File: config.mk
export PLATFORM = sky130hd
export DESIGN_NAME = joystick_stick_and_button_qualifier
export DESIGN_NICKNAME = d
export VERILOG_FILES = /design/src/design/jsbq_pkg.sv /design/src/design/joystick_stick_and_button_qualifier.sv /design/src/design/jsbq_axis.sv /design/src/design/jsbq_click.sv
export SDC_FILE = /design/constraint.sdc
export NUM_CORES = 2
export LEC_CHECK = 0
export ABC_AREA = 1
export BUFFER_PORTS_ARGS = -buffer_cell sky130_fd_sc_hd__buf_2
export CAP_MARGIN = 5
export CELL_PAD_IN_SITES_DETAIL_PLACEMENT = 1
export CELL_PAD_IN_SITES_GLOBAL_PLACEMENT = 1
export CORE_ASPECT_RATIO = 1.25
export CORE_UTILIZATION = 49
export CTS_CLUSTER_DIAMETER = 30
export DETAILED_ROUTE_END_ITERATION = 16
export GPL_ROUTABILITY_DRIVEN = 0
export PLACE_DENSITY_LB_ADDON = 0.1
export SLEW_MARGIN = 15
export SYNTH_ARGS = -nofsm -noshare
export SYNTH_HDL_FRONTEND = slang
export SYNTH_SLANG_ARGS = --single-unit
export TNS_END_PERCENT = 20
File: constraint.sdc
create_clock -name clk -period 12.8 [get_ports clk]
set_input_delay 0.64 -clock clk [delete_from_list [all_inputs] [get_ports clk]]
set_output_delay 0.64 -clock clk [all_outputs]
set_load 0.1 [all_outputs]
File: src/design/jsbq_pkg.sv
// Shared widths, register indexes, state records and helpers for the stick and button qualifier.
`default_nettype none
package jsbq_pkg;

  localparam int TIME_BITS     = 48;
  localparam int AXIS_BITS     = 16;
  localparam int ALPHA_BITS    = 16;
  localparam int DZ_BITS       = 15;
  localparam int HOLD_CNT_BITS = 8;
  localparam int GRIP_BITS     = 16;
  localparam int TICK_BITS     = 32;
  localparam int CFG_IDX_BITS  = 3;
  localparam int CFG_DATA_BITS = 32;
  localparam int BTN_BITS      = 3;

  // Magnitude of an axis or a level, wide enough for both.
  localparam int MAG_BITS = (AXIS_BITS + 1 > DZ_BITS) ? AXIS_BITS + 1 : DZ_BITS;

  typedef enum logic [CFG_IDX_BITS-1:0] {
    REG_DEADZONE     = 3'd0,
    REG_ALPHA        = 3'd1,
    REG_HOLD_LEVEL   = 3'd2,
    REG_HOLD_LIMIT   = 3'd3,
    REG_GRIP_LEVEL   = 3'd4,
    REG_CLICK_TMO    = 3'd5,
    REG_BLOCK_TIME   = 3'd6
  } cfg_reg_t;

  localparam logic [DZ_BITS-1:0]       DEADZONE_RESET   = DZ_BITS'(3277);
  localparam logic [ALPHA_BITS-1:0]    ALPHA_RESET      = ALPHA_BITS'(32768);
  localparam logic [DZ_BITS-1:0]       HOLD_LEVEL_RESET = DZ_BITS'(26214);
  localparam logic [HOLD_CNT_BITS-1:0] HOLD_LIMIT_RESET = HOLD_CNT_BITS'(100);
  localparam logic [GRIP_BITS-1:0]     GRIP_LEVEL_RESET = GRIP_BITS'(49152);
  localparam logic [TICK_BITS-1:0]     CLICK_TMO_RESET  = TICK_BITS'(300000);
  localparam logic [TICK_BITS-1:0]     BLOCK_TIME_RESET = TICK_BITS'(5000000);

  // Button bit positions.
  localparam int BTN_X = 0;
  localparam int BTN_Y = 1;
  localparam int BTN_A = 2;

  // First click of one button: valid flag and its time or cooldown deadline.
  typedef struct packed {
    logic                 valid;
    logic [TIME_BITS-1:0] stamp;
  } click_state_t;

  // Last accepted mode change, shared by both arms.
  typedef struct packed {
    logic                 valid;
    logic [TIME_BITS-1:0] stamp;
  } mode_change_t;

  function automatic logic [MAG_BITS-1:0] axis_mag(input logic signed [AXIS_BITS-1:0] v);
    logic signed [AXIS_BITS:0] w;
    w = {v[AXIS_BITS-1], v};
    if (v[AXIS_BITS-1]) begin
      w = -w;
    end
    return MAG_BITS'(unsigned'(w));
  endfunction

endpackage
`default_nettype wire

File: src/design/joystick_stick_and_button_qualifier.sv
// Top level of the stick and button qualifier: sample register, conditioning logic, result register.
//
// Channel  Dir  Handshake             Payload
// in       in   in_valid / in_ready   sample_time, four stick axes, two grips, button_bits
// out      out  out_valid / out_ready four filtered axes and six flags
// cfg      in   cfg_valid / cfg_ready cfg_index (register 0..6), cfg_data
//
// One sample per cycle sustained while out_ready holds; a taken beat is registered in the sample
// register, then in the result register. The per-sample path is one 18 x 17 multiply per
// axis plus the chained 48-bit compares of the two click qualifiers.
// rst is synchronous; it restores the register defaults and all qualifier state.
// A stalled result holds the sample register; in_ready stays high while the sample stage
// can move on. cfg_ready is always high.
`default_nettype none
module joystick_stick_and_button_qualifier (
  input  wire logic                                     clk,
  input  wire logic                                     rst,
  // sample channel
  input  wire logic                                     in_valid,
  output logic                                          in_ready,
  input  wire logic        [jsbq_pkg::TIME_BITS-1:0]    sample_time,
  input  wire logic signed [jsbq_pkg::AXIS_BITS-1:0]    left_stick_x,
  input  wire logic signed [jsbq_pkg::AXIS_BITS-1:0]    left_stick_y,
  input  wire logic signed [jsbq_pkg::AXIS_BITS-1:0]    right_stick_x,
  input  wire logic signed [jsbq_pkg::AXIS_BITS-1:0]    right_stick_y,
  input  wire logic        [jsbq_pkg::GRIP_BITS-1:0]    left_grip_level,
  input  wire logic        [jsbq_pkg::GRIP_BITS-1:0]    right_grip_level,
  input  wire logic        [jsbq_pkg::BTN_BITS-1:0]     button_bits,
  // result channel
  output logic                                          out_valid,
  input  wire logic                                     out_ready,
  output logic signed      [jsbq_pkg::AXIS_BITS-1:0]    left_x_filtered,
  output logic signed      [jsbq_pkg::AXIS_BITS-1:0]    left_y_filtered,
  output logic signed      [jsbq_pkg::AXIS_BITS-1:0]    right_x_filtered,
  output logic signed      [jsbq_pkg::AXIS_BITS-1:0]    right_y_filtered,
  output logic                                          stick_hold_flag,
  output logic                                          freeze_flag,
  output logic                                          left_mode_flag,
  output logic                                          right_mode_flag,
  output logic                                          left_grip_flag,
  output logic                                          right_grip_flag,
  // configuration channel
  input  wire logic                                     cfg_valid,
  output logic                                          cfg_ready,
  input  wire logic        [jsbq_pkg::CFG_IDX_BITS-1:0] cfg_index,
  input  wire logic        [jsbq_pkg::CFG_DATA_BITS-1:0] cfg_data
);

  localparam int AB = jsbq_pkg::AXIS_BITS;
  localparam int TB = jsbq_pkg::TIME_BITS;
  localparam int HB = jsbq_pkg::HOLD_CNT_BITS;

  // Configuration registers
  logic [jsbq_pkg::DZ_BITS-1:0]    deadzone_level;
  logic [jsbq_pkg::ALPHA_BITS-1:0] filter_alpha;
  logic [jsbq_pkg::DZ_BITS-1:0]    hold_level;
  logic [HB-1:0]                   hold_count_limit;
  logic [jsbq_pkg::GRIP_BITS-1:0]  grip_level;
  logic [jsbq_pkg::TICK_BITS-1:0]  click_timeout;
  logic [jsbq_pkg::TICK_BITS-1:0]  mode_block_time;

  // Sample register
  logic                               s_valid;
  logic [TB-1:0]                      s_time;
  logic signed [AB-1:0]               s_axis [4];
  logic [jsbq_pkg::GRIP_BITS-1:0]     s_lgrip;
  logic [jsbq_pkg::GRIP_BITS-1:0]     s_rgrip;
  logic [jsbq_pkg::BTN_BITS-1:0]      s_btn;

  // Qualifier state
  logic signed [AB-1:0]               axis_state [4];
  logic signed [AB-1:0]               axis_next  [4];
  logic                               hold_state, hold_state_next;
  logic [HB-1:0]                      hold_counter, hold_counter_next;
  logic                               freeze_state, freeze_state_next;
  logic [jsbq_pkg::BTN_BITS-1:0]      btn_prev;
  logic [1:0]                         mode_bits, mode_bits_next;
  jsbq_pkg::click_state_t             click_x, click_x_next;
  jsbq_pkg::click_state_t             click_a, click_a_next;
  jsbq_pkg::mode_change_t             change, change_mid, change_next;

  logic                               advance;
  logic [jsbq_pkg::MAG_BITS-1:0]      ry_mag;
  logic                               override;
  logic                               counting;
  logic [HB-1:0]                      cnt_inc;
  logic [jsbq_pkg::BTN_BITS-1:0]      rise;

  // Move the sample on whenever the result register is free or being drained.
  assign advance   = s_valid && (!out_valid || out_ready);
  assign in_ready  = !s_valid || advance;
  assign cfg_ready = 1'b1;

  // Configuration writes; an index past the list is dropped.
  always_ff @(posedge clk) begin
    if (rst) begin
      deadzone_level   <= jsbq_pkg::DEADZONE_RESET;
      filter_alpha     <= jsbq_pkg::ALPHA_RESET;
      hold_level       <= jsbq_pkg::HOLD_LEVEL_RESET;
      hold_count_limit <= jsbq_pkg::HOLD_LIMIT_RESET;
      grip_level       <= jsbq_pkg::GRIP_LEVEL_RESET;
      click_timeout    <= jsbq_pkg::CLICK_TMO_RESET;
      mode_block_time  <= jsbq_pkg::BLOCK_TIME_RESET;
    end else if (cfg_valid && cfg_ready) begin
      unique case (cfg_index)
        jsbq_pkg::REG_DEADZONE:   deadzone_level   <= cfg_data[jsbq_pkg::DZ_BITS-1:0];
        jsbq_pkg::REG_ALPHA:      filter_alpha     <= cfg_data[jsbq_pkg::ALPHA_BITS-1:0];
        jsbq_pkg::REG_HOLD_LEVEL: hold_level       <= cfg_data[jsbq_pkg::DZ_BITS-1:0];
        jsbq_pkg::REG_HOLD_LIMIT: hold_count_limit <= cfg_data[HB-1:0];
        jsbq_pkg::REG_GRIP_LEVEL: grip_level       <= cfg_data[jsbq_pkg::GRIP_BITS-1:0];
        jsbq_pkg::REG_CLICK_TMO:  click_timeout    <= cfg_data[jsbq_pkg::TICK_BITS-1:0];
        jsbq_pkg::REG_BLOCK_TIME: mode_block_time  <= cfg_data[jsbq_pkg::TICK_BITS-1:0];
        default: ;
      endcase
    end
  end

  // Sample register: valid under reset, payload loaded on each taken beat.
  always_ff @(posedge clk) begin
    if (rst) begin
      s_valid <= 1'b0;
    end else if (in_ready) begin
      s_valid <= in_valid;
    end
  end

  always_ff @(posedge clk) begin
    if (in_valid && in_ready) begin
      s_time    <= sample_time;
      s_axis[0] <= left_stick_x;
      s_axis[1] <= left_stick_y;
      s_axis[2] <= right_stick_x;
      s_axis[3] <= right_stick_y;
      s_lgrip   <= left_grip_level;
      s_rgrip   <= right_grip_level;
      s_btn     <= button_bits;
    end
  end

  // Strong right-Y deflection: counts toward the hold flip and blanks the other axes.
  assign ry_mag   = jsbq_pkg::axis_mag(s_axis[3]);
  assign override = ry_mag > jsbq_pkg::MAG_BITS'(hold_level);
  // Held: count only past the negative level; not held: only past the positive level.
  assign counting = override && (hold_state ? s_axis[3][AB-1] : !s_axis[3][AB-1]);
  // Saturate the counter, so a limit of all ones never flips the flag.
  assign cnt_inc  = (hold_counter == {HB{1'b1}}) ? hold_counter : hold_counter + 1'b1;

  always_comb begin
    hold_state_next   = hold_state;
    hold_counter_next = '0;
    if (counting) begin
      if (cnt_inc > hold_count_limit) begin
        hold_state_next = !hold_state;
      end else begin
        hold_counter_next = cnt_inc;
      end
    end
  end

  // Axis lanes; right Y is always filtered, the others blank under override.
  for (genvar i = 0; i < 4; i++) begin : g_axis
    jsbq_axis u_axis (
      .x          (s_axis[i]),
      .y_prev     (axis_state[i]),
      .deadzone   (deadzone_level),
      .alpha      (filter_alpha),
      .force_zero ((i != 3) && override),
      .y_next     (axis_next[i])
    );
  end

  // Button edges: Y toggles freeze, X then A feed the click qualifiers.
  assign rise              = s_btn & ~btn_prev;
  assign freeze_state_next = freeze_state ^ rise[jsbq_pkg::BTN_Y];

  jsbq_click u_click_x (
    .press      (rise[jsbq_pkg::BTN_X]),
    .now        (s_time),
    .timeout    (click_timeout),
    .block_time (mode_block_time),
    .click_in   (click_x),
    .change_in  (change),
    .mode_in    (mode_bits[0]),
    .click_out  (click_x_next),
    .change_out (change_mid),
    .mode_out   (mode_bits_next[0])
  );

  // A sees any change that X made on the same sample.
  jsbq_click u_click_a (
    .press      (rise[jsbq_pkg::BTN_A]),
    .now        (s_time),
    .timeout    (click_timeout),
    .block_time (mode_block_time),
    .click_in   (click_a),
    .change_in  (change_mid),
    .mode_in    (mode_bits[1]),
    .click_out  (click_a_next),
    .change_out (change_next),
    .mode_out   (mode_bits_next[1])
  );

  // Commit qualifier state together with the result.
  always_ff @(posedge clk) begin
    if (rst) begin
      for (int i = 0; i < 4; i++) begin
        axis_state[i] <= '0;
      end
      hold_state   <= 1'b1;
      hold_counter <= '0;
      freeze_state <= 1'b0;
      btn_prev     <= '0;
      mode_bits    <= '0;
      click_x      <= '0;
      click_a      <= '0;
      change       <= '0;
    end else if (advance) begin
      for (int i = 0; i < 4; i++) begin
        axis_state[i] <= axis_next[i];
      end
      hold_state   <= hold_state_next;
      hold_counter <= hold_counter_next;
      freeze_state <= freeze_state_next;
      btn_prev     <= s_btn;
      mode_bits    <= mode_bits_next;
      click_x      <= click_x_next;
      click_a      <= click_a_next;
      change       <= change_next;
    end
  end

  // Result register
  always_ff @(posedge clk) begin
    if (rst) begin
      out_valid <= 1'b0;
    end else if (advance) begin
      out_valid <= 1'b1;
    end else if (out_ready) begin
      out_valid <= 1'b0;
    end
  end

  always_ff @(posedge clk) begin
    if (advance) begin
      left_x_filtered  <= axis_next[0];
      left_y_filtered  <= axis_next[1];
      right_x_filtered <= axis_next[2];
      right_y_filtered <= axis_next[3];
      stick_hold_flag  <= hold_state_next;
      freeze_flag      <= freeze_state_next;
      left_mode_flag   <= mode_bits_next[0];
      right_mode_flag  <= mode_bits_next[1];
      left_grip_flag   <= s_lgrip > grip_level;
      right_grip_flag  <= s_rgrip > grip_level;
    end
  end

endmodule
`default_nettype wire

File: src/design/jsbq_axis.sv
// One axis lane: deadzone, forced zero and exponential low-pass step.
`default_nettype none
module jsbq_axis (
  input  wire logic signed [jsbq_pkg::AXIS_BITS-1:0]  x,
  input  wire logic signed [jsbq_pkg::AXIS_BITS-1:0]  y_prev,
  input  wire logic        [jsbq_pkg::DZ_BITS-1:0]    deadzone,
  input  wire logic        [jsbq_pkg::ALPHA_BITS-1:0] alpha,
  input  wire logic                                   force_zero,
  output logic signed      [jsbq_pkg::AXIS_BITS-1:0]  y_next
);

  localparam int AB = jsbq_pkg::AXIS_BITS;
  localparam int WB = jsbq_pkg::ALPHA_BITS + 1;
  localparam int PB = WB + 1 + AB + 1;

  logic        [WB-1:0] weight;
  logic signed [AB:0]   delta;
  logic signed [PB-1:0] prod;
  logic signed [PB-1:0] step_full;
  logic signed [AB:0]   sum;
  logic                 outside;

  // y + floor((1 - alpha) * (x - y)), equal to the weighted mix with floor.
  assign weight    = {1'b1, {jsbq_pkg::ALPHA_BITS{1'b0}}} - {1'b0, alpha};
  assign delta     = {x[AB-1], x} - {y_prev[AB-1], y_prev};
  assign prod      = $signed({1'b0, weight}) * delta;
  assign step_full = prod >>> jsbq_pkg::ALPHA_BITS;
  assign sum       = {y_prev[AB-1], y_prev} + step_full[AB:0];
  assign outside   = jsbq_pkg::axis_mag(x) > jsbq_pkg::MAG_BITS'(deadzone);

  always_comb begin
    if (force_zero || !outside) begin
      y_next = '0;
    end else begin
      y_next = sum[AB-1:0];
    end
  end

endmodule
`default_nettype wire

File: src/design/jsbq_click.sv
// Double-click qualifier for one button: window, cooldown and shared change block.
`default_nettype none
module jsbq_click (
  input  wire logic                                 press,
  input  wire logic [jsbq_pkg::TIME_BITS-1:0]       now,
  input  wire logic [jsbq_pkg::TICK_BITS-1:0]       timeout,
  input  wire logic [jsbq_pkg::TICK_BITS-1:0]       block_time,
  input  wire jsbq_pkg::click_state_t               click_in,
  input  wire jsbq_pkg::mode_change_t               change_in,
  input  wire logic                                 mode_in,
  output jsbq_pkg::click_state_t                    click_out,
  output jsbq_pkg::mode_change_t                    change_out,
  output logic                                      mode_out
);

  localparam int TB = jsbq_pkg::TIME_BITS;

  logic [TB-1:0] tmo_ext;
  logic [TB-1:0] blk_ext;
  logic [TB-1:0] since_click;
  logic [TB-1:0] since_change;
  logic [TB:0]   dl_sum;
  logic [TB-1:0] dl;
  logic          cooling;
  logic          first;
  logic          blocked;

  assign tmo_ext      = TB'(timeout);
  assign blk_ext      = TB'(block_time);
  assign since_click  = now - click_in.stamp;
  assign since_change = now - change_in.stamp;
  assign cooling      = click_in.valid && (now < click_in.stamp);
  assign first        = !click_in.valid || (since_click > tmo_ext);
  assign blocked      = change_in.valid &&
                        ((now < change_in.stamp) || (since_change < blk_ext));
  // Saturate the cooldown deadline at the top of the time range.
  assign dl_sum       = {1'b0, now} + {1'b0, tmo_ext};
  assign dl           = dl_sum[TB] ? {TB{1'b1}} : dl_sum[TB-1:0];

  always_comb begin
    click_out  = click_in;
    change_out = change_in;
    mode_out   = mode_in;
    if (press && !cooling) begin
      if (first) begin
        click_out.valid = 1'b1;
        click_out.stamp = now;
      end else begin
        if (!blocked) begin
          mode_out         = !mode_in;
          change_out.valid = 1'b1;
          change_out.stamp = now;
        end
        click_out.stamp = dl;
      end
    end
  end

endmodule
`default_nettype wire

Word-level counts from Yosys, hierarchy flattened:

Memory sizes are Yosys's and may differ from the RTL's.
Cells that the tools add are included.

* register bits: 451
* memory bits (writable): 128
* bits of input ports: 187
* logic and storage cells: 175
* memories kept: 2

* add/sub/neg operators: 19
* $mul: 4
* $lt $le $gt $ge: 16
* equal/unequal tests: 7
* mux-type cells: 42
* bitwise gates (word level): 7
* reductions and logical operators: 44

Memory list
* axis_state: words 4, width 16, rd ports 4, clocked after memory_dff 0, wr ports 4, line joystick_stick_and_button_qualifier.sv:71 `logic signed [AB-1:0] axis_state [4];`
* s_axis: words 4, width 16, rd ports 4, clocked after memory_dff 0, wr ports 4, line joystick_stick_and_button_qualifier.sv:65 `logic signed [AB-1:0] s_axis [4];`

Operators by type and width (number)
* $mux W49: 6
* $lt A48 B48 Y1: 4
* $sub A48 B48 Y48: 4
* $mux W48: 3
* $mul A18 B17 Y32: 4
* $mux W16: 8
* $gt A48 B32 Y1: 2
* $lt A48 B32 Y1: 2
* $gt A17 B15 Y1: 5
* $mux W17: 4
* $neg A16 Y17: 4
* $sub A16 B16 Y17: 4
* $add A16 B16 Y16: 4
* $add A48 B32 Y49: 1
* $gt A16 B16 Y1: 2
* $mux W8: 3
* $mux W1: 18
* $reduce_and A2 Y1: 9
* $sub A17 B16 Y17 const A: 1
* $logic_not A1 Y1: 13
* $eq A3 B3 Y1 const B: 3
* $logic_and A1 B1 Y1: 9
* $logic_or A1 B1 Y1: 9
* $add A8 B1 Y8 const B: 1
* 11 further kinds: 16

Depth between registers and ports, before layout:

* word-level depth: 14
* mapped depth: 64
* depth with buffers taken out: 60

Hierarchy:

A second synthesis with hierarchy kept.

* cell total of the unflattened synthesis: 13953
* area, all modules: 96373.7 um^2

Modules (own cells, without submodules)
* joystick_stick_and_button_qualifier: times used 1, cells each 1696, area an instance 20440.9 um^2
* jsbq_click at u_click_a: times used 1, cells each 2894, area an instance 14321.2 um^2
* jsbq_click at u_click_x: times used 1, cells each 2795, area an instance 13908.3 um^2
* jsbq_axis at g_axis[0].u_axis: times used 1, cells each 1642, area an instance 11944.0 um^2
* jsbq_axis at g_axis[2].u_axis: times used 1, cells each 1621, area an instance 11926.4 um^2
* jsbq_axis at g_axis[3].u_axis: times used 1, cells each 1661, area an instance 11921.4 um^2
* jsbq_axis at g_axis[1].u_axis: times used 1, cells each 1644, area an instance 11911.4 um^2

Least setup slack after synthesis:

No wires, ideal clock.

* kind: register -> register
* start point: reg filter_alpha[0] in the netlist's numbering
* end point: mem axis_state[2][15] in the netlist's numbering (data pin)
* arrival time: 8962 ps
* required time: 12534 ps
* slack: 3571 ps
* cell stages (with the launch flop): 50
* buffers on the path: 3
* path through: dfxtp_1 -> inv_1 -> clkbuf_1 -> clkbuf_1 -> ha_1 -> inv_1 -> nor3_1 -> inv_1 -> nor2_1 -> nand2_1 -> inv_1 -> nand3_1 -> o21ai_0 -> nand2_1 -> clkinv_1 -> clkbuf_1 -> nand2_1 -> fa_1 -> [... 14 more ...] -> o21ai_0 -> a21oi_1 -> o21ai_0 -> a21oi_1 -> o21ai_0 -> xor2_1 -> ha_1 -> a21oi_1 -> o21ai_0 -> nand2_1 -> o2111ai_1 -> nand3_1 -> nand2_1 -> a21o_1 -> a21oi_1 -> nand3_1 -> nand3b_1 -> nor2_1

RTL lines
* start: declaration: line joystick_stick_and_button_qualifier.sv:55 `logic [jsbq_pkg::ALPHA_BITS-1:0] filter_alpha;`
* start signal: assignment: line joystick_stick_and_button_qualifier.sv:98 `filter_alpha <= jsbq_pkg::ALPHA_RESET;`
* start signal: assignment: line joystick_stick_and_button_qualifier.sv:107 `jsbq_pkg::REG_ALPHA: filter_alpha <= cfg_data[jsbq_pkg::ALPHA_BITS-1:0];`
* end: declaration: line joystick_stick_and_button_qualifier.sv:71

Worst setup path in the final report:

* start point: reg s_time[0]
* end point: reg right_mode_flag (data pin)

* cells in the longest elaborated chain, start to end: 14
* elaborated cells on any way between the ends: 30

Ends and longest elaborated chain
* start: declaration: line joystick_stick_and_button_qualifier.sv:64 `logic [TB-1:0] s_time;`
* start signal: assignment: line joystick_stick_and_button_qualifier.sv:129 `s_time <= sample_time;`
* $sub A48 B48 Y48: line jsbq_click.sv:31 `assign since_change = now - change_in.stamp;`
* $lt A48 B32 Y1: line jsbq_click.sv:35 `((now < change_in.stamp) || (since_change < blk_ext));`
* $logic_or A1 B1 Y1: line jsbq_click.sv:35
* $logic_and A1 B1 Y1: line jsbq_click.sv:34 `assign blocked = change_in.valid &&`
* $mux W49: line jsbq_click.sv:49 `if (!blocked) begin`
* $mux W49: line jsbq_click.sv:45 `if (first) begin`
* $mux W49: line jsbq_click.sv:44 `if (press && !cooling) begin`
* $sub A48 B48 Y48: line jsbq_click.sv:31
* $lt A48 B32 Y1: line jsbq_click.sv:35
* $logic_or A1 B1 Y1: line jsbq_click.sv:35
* $logic_and A1 B1 Y1: line jsbq_click.sv:34
* $mux W1: line jsbq_click.sv:49
* $mux W1: line jsbq_click.sv:45
* $mux W1 (*): line jsbq_click.sv:44
* via u_click_a.mode_out: line jsbq_click.sv:13 `output logic mode_out`
* end signal: assignment: line joystick_stick_and_button_qualifier.sv:252 `right_mode_flag <= mode_bits_next[1];`
* end: declaration: line joystick_stick_and_button_qualifier.sv:39 `output logic right_mode_flag,`

Mark *: on every way through the listed nets, which the timed path passes. The rest lies on a longest branch.
A chain may end at the register's enable or synchronous reset.

==> run_results.csv <==
group,metric,value,unit
clock_tree,clock_sink_count,579,
clock_tree,tritoncts,"yes",
global_route,overflow,0,
global_route,grt_antenna_before_repair,20,
placed_design,place.port_buffers,258,
drt,antenna_left,0,
clock_tree,clk_pin_slew,0.04,ns
sta,worst_slew_pin_slew,1.26,ns
clock_tree,ctsRootBufferMaster,"sky130_fd_sc_hd__clkbuf_16",
die,boundaryPins,260,
worst_setup_path,critical-path-slowest-cell,"sky130_fd_sc_hd__o21ai_0",
run,max_cap_violations,0,
yosys,synthFlopType,"sky130_fd_sc_hd__dfxtp_1",
worst_hold_path,worst_hold_path_type,"input pin to flip-flop",
finish,fin_cells,15000,
sta,timing_max_transition_violations_final,0,
sta,unrepaired_setup_endpoints_after_global_routing,"false",
global_route,grtUsageTotal,0.420,
yosys,synth_enable_flop_cells,281,
worst_setup_path,critical_path_arrival,12.47,ns
sta,slew_headroom,0.162,
global_route,global_route_wire_length_before_repair,576000,microns
die,placeableCoreArea,178000,sq um
sta,worst_hold_slack,0.00718,ns
drt,drc,0,
yosys,synthesis.nets,14200,
finish,finish.net_count,14600,
sta,final.setup_skew,0.0615,ns
drt,detail_route.wirelength,385000,microns
worst_setup_path,crit_path_max_incr_delay,0.57,ns
sta,fin_tns_setup,0,ns
worst_setup_path,cell_with_the_most_instances_on_the_worst_path,"sky130_fd_sc_hd__nand2_1",
clock_tree,post_cts.repair.setup_buffers,0,
finish,final_common_cell,"sky130_fd_sc_hd__nand2_1",
drt,post_drt_via_cell_ratio,5.86,
clock_tree,clockBufferDepth,3,
finish,post-route-util,0.551,
drt,number_of_detailed_route_iterations_in_the_first_pass,8,
yosys,synth.ff_latch_count,579,
clock_tree,numCtsBuffers,140,
worst_setup_path,timing.critical_path.fanout_max,49,
die,die-height,476,microns
finish,mostFrequentLayoutCells,"sky130_fd_sc_hd__nand2_1 (2678), sky130_fd_sc_hd__inv_1 (2422), sky130_fd_sc_hd__nor2_1 (1172)",
sta,final_critical_delay_including_setup_and_external_delays,11.90,ns
yosys,synthesis.instances,12100,
die,die_w,381,microns
finish,fillCellCount,22900,
yosys,synth_cell_type_count,66,
sta,finalSetupViolCount,0,
worst_setup_path,timing.critical_path.to_type,"flip-flop",
finish,area_growth_syn_to_layout,11.5,%
sta,timing.final.hold_violations,0,
placed_design,post-place-cells,14600,
worst_setup_path,critical_path_source_type,"flip-flop",
worst_setup_path,worstSetupPathType,"flip-flop to flip-flop",
worst_setup_path,required,13.37,ns
drt,detail_route.iter0.violations,5877,
yosys,yosysWarnings,0,
die,floorplan.initialDensity,0.494,
yosys,netlist_area,88200,sq um
placed_design,dp_hpwl,301000,microns
yosys,postSynth.asyncResetShare,0,
run_status,status,"completed",
drt,vias,87600,
yosys,syn-mean-instance-area,7.27,sq um
yosys,sequential_cell_area_fraction_in_the_yosys_report,0.163,
drt,wire_per_inst,25.7,microns
die,std_cell_rows,173,
global_route,first_global_vias,96200,
sta,period_utilization,0.929,
clock_tree,worst_skew_pair.late_latency,0.83,ns
sta,achievable-frequency,84.1,MHz
global_route,grt_max_degree,107,
finish,fraction_of_final_layout_cells_sized_beyond_drive_strength_1,0.0633,
die,dieArea,182000,sq um
clock_tree,cts_htree_levels,4,
==> logic make-up after synthesis <==
kind of cell | Yosys count | synth area share
flops | 579 | 0.163
xor+xnor | 372 | 0.0369
fa+ha+maj | 1925 | 0.350
buf+inv | 2798 | 0.121
other cells | 1 | 0.0000425
simple gates | 4766 | 0.222
compound gates | 1696 | 0.106
==> stage by stage <==
| stage | area, sq um | worst slack [ns] |
|---|---|---|
| floorplan | 88200 | 3.57 |
| global placement | 92200 | 1.59 |
| detailed placement | 92200 | 1.37 |
| CTS | 98200 | 1.32 |
| global route | 98300 | 0.579 |
| finish | 98300 | 0.903 |
==> worst max-delay path: cells and delay by family (launching register included) <==
kind | cells | cell delay, ns
and+or+nand+nor | 33 | 5.16
buffers and inverters | 8 | 2.03
adders and majority gates | 5 | 1.83
AOI/OAI and AO/OA | 5 | 1.65
DFF | 1 | 0.45
xor gates and xnor gates | 2 | 0.36
==> path summary, 6_finish.rpt <==
path | from | endpoint | slack [ns] | depth (start not counted)
setup / recovery | s_time[0]$_DFFE_PP_ | right_mode_flag$_DFFE_PP_ | 0.90 | 53
hold / removal | sample_time[34] | s_time[34]$_DFFE_PP_ | 0.007 | 1
setup reg to reg | s_time[0]$_DFFE_PP_ | right_mode_flag$_DFFE_PP_ | 0.90 | 53
hold reg to reg | change[10]$_SDFFE_PP0P_ | change[10]$_SDFFE_PP0P_ | 0.45 | 2
==> layout make-up <==
cell class	count	area, sq um	share of cell area
Antenna cell	21	52.6	0.000535
Clock buffer	162	3740	0.0380
Clock inverter	94	1240	0.0126
Inverter	2466	9270	0.0943
Multi-Input combinational cell	8760	63200	0.643
Sequential cell	579	14400	0.147
Tap cell	2362	2960	0.0301
Timing Repair Buffer	508	3440	0.0350
==> synthesized netlist by cell type, types with 5 or more instances <==
cell,number,share of area
sky130_fd_sc_hd__o22ai_1,17,0.0012
sky130_fd_sc_hd__buf_1,29,0.0012
sky130_fd_sc_hd__nor2_2,12,0.00085
sky130_fd_sc_hd__o2111ai_1,13,0.0013
sky130_fd_sc_hd__nand2_1,2682,0.11
sky130_fd_sc_hd__and2_1,13,0.00092
sky130_fd_sc_hd__o211ai_1,54,0.0046
sky130_fd_sc_hd__nand4_1,126,0.0089
sky130_fd_sc_hd__xor2_1,223,0.022
sky130_fd_sc_hd__o21a_1,29,0.0025
sky130_fd_sc_hd__inv_1,2432,0.10
sky130_fd_sc_hd__a211oi_1,11,0.00094
sky130_fd_sc_hd__buf_2,15,0.00085
sky130_fd_sc_hd__nand3_1,431,0.024
sky130_fd_sc_hd__a31oi_1,43,0.0031
sky130_fd_sc_hd__buf_8,5,0.00085
sky130_fd_sc_hd__buf_4,19,0.0016
sky130_fd_sc_hd__dfxtp_1,298,0.068
sky130_fd_sc_hd__o221ai_1,6,0.00060
sky130_fd_sc_hd__nand3_2,19,0.0022
sky130_fd_sc_hd__nor4_1,40,0.0028
sky130_fd_sc_hd__buf_6,5,0.00064
sky130_fd_sc_hd__edfxtp_1,281,0.096
sky130_fd_sc_hd__clkbuf_1,255,0.011
sky130_fd_sc_hd__or2_2,20,0.0014
sky130_fd_sc_hd__a21oi_1,836,0.047
sky130_fd_sc_hd__a21boi_0,17,0.0014
sky130_fd_sc_hd__clkinv_1,8,0.00034
sky130_fd_sc_hd__nor2_1,1178,0.050
sky130_fd_sc_hd__xnor2_1,149,0.015
sky130_fd_sc_hd__fa_1,905,0.21
sky130_fd_sc_hd__a21o_1,35,0.0030
sky130_fd_sc_hd__nand2_2,26,0.0018
sky130_fd_sc_hd__o21ai_0,521,0.030
sky130_fd_sc_hd__and3_1,12,0.00085
sky130_fd_sc_hd__inv_2,26,0.0011
sky130_fd_sc_hd__ha_1,1020,0.14
sky130_fd_sc_hd__o21bai_1,73,0.0062
sky130_fd_sc_hd__o31ai_1,12,0.0010
sky130_fd_sc_hd__nor3_1,176,0.010
sky130_fd_sc_hd__nand3b_1,9,0.00077
sky130_fd_sc_hd__a221oi_1,6,0.00060
==> flip-flops by register name, indices dropped and copies added (netlist names), 2 cells and up <==
register,count
click_a,49
click_timeout,32
s_lgrip,16
axis_state,64
filter_alpha,16
mode_bits,2
click_x,49
btn_prev,3
deadzone_level,15
hold_counter,8
hold_level,15
s_axis,64
mode_block_time,32
change,49
left_y_filtered,16
s_time,48
right_y_filtered,16
s_btn,3
right_x_filtered,16
s_rgrip,16
hold_count_limit,8
left_x_filtered,16
grip_level,16
==> repair_timing <==
item	4_1_cts	5_1_grt
hold endpoints to repair	109	0
hold buffers	109	0
resized for setup	0	0
setup endpoints to repair	0	0
==> layer usage <==
metal / global-route usage / vias up / part of all wire
li1: - / 38800 / -
met1: 0.439 / 43000 / 0.35
met2: 0.702 / 3978 / 0.47
met3: 0.0908 / 1719 / 0.074
met4: 0.392 / 8 / 0.11
met5: 0 / - / 0.00015
Power is not shown: default switching activity piles up to over one toggle a cycle in this logic, so the estimate is an artifact.
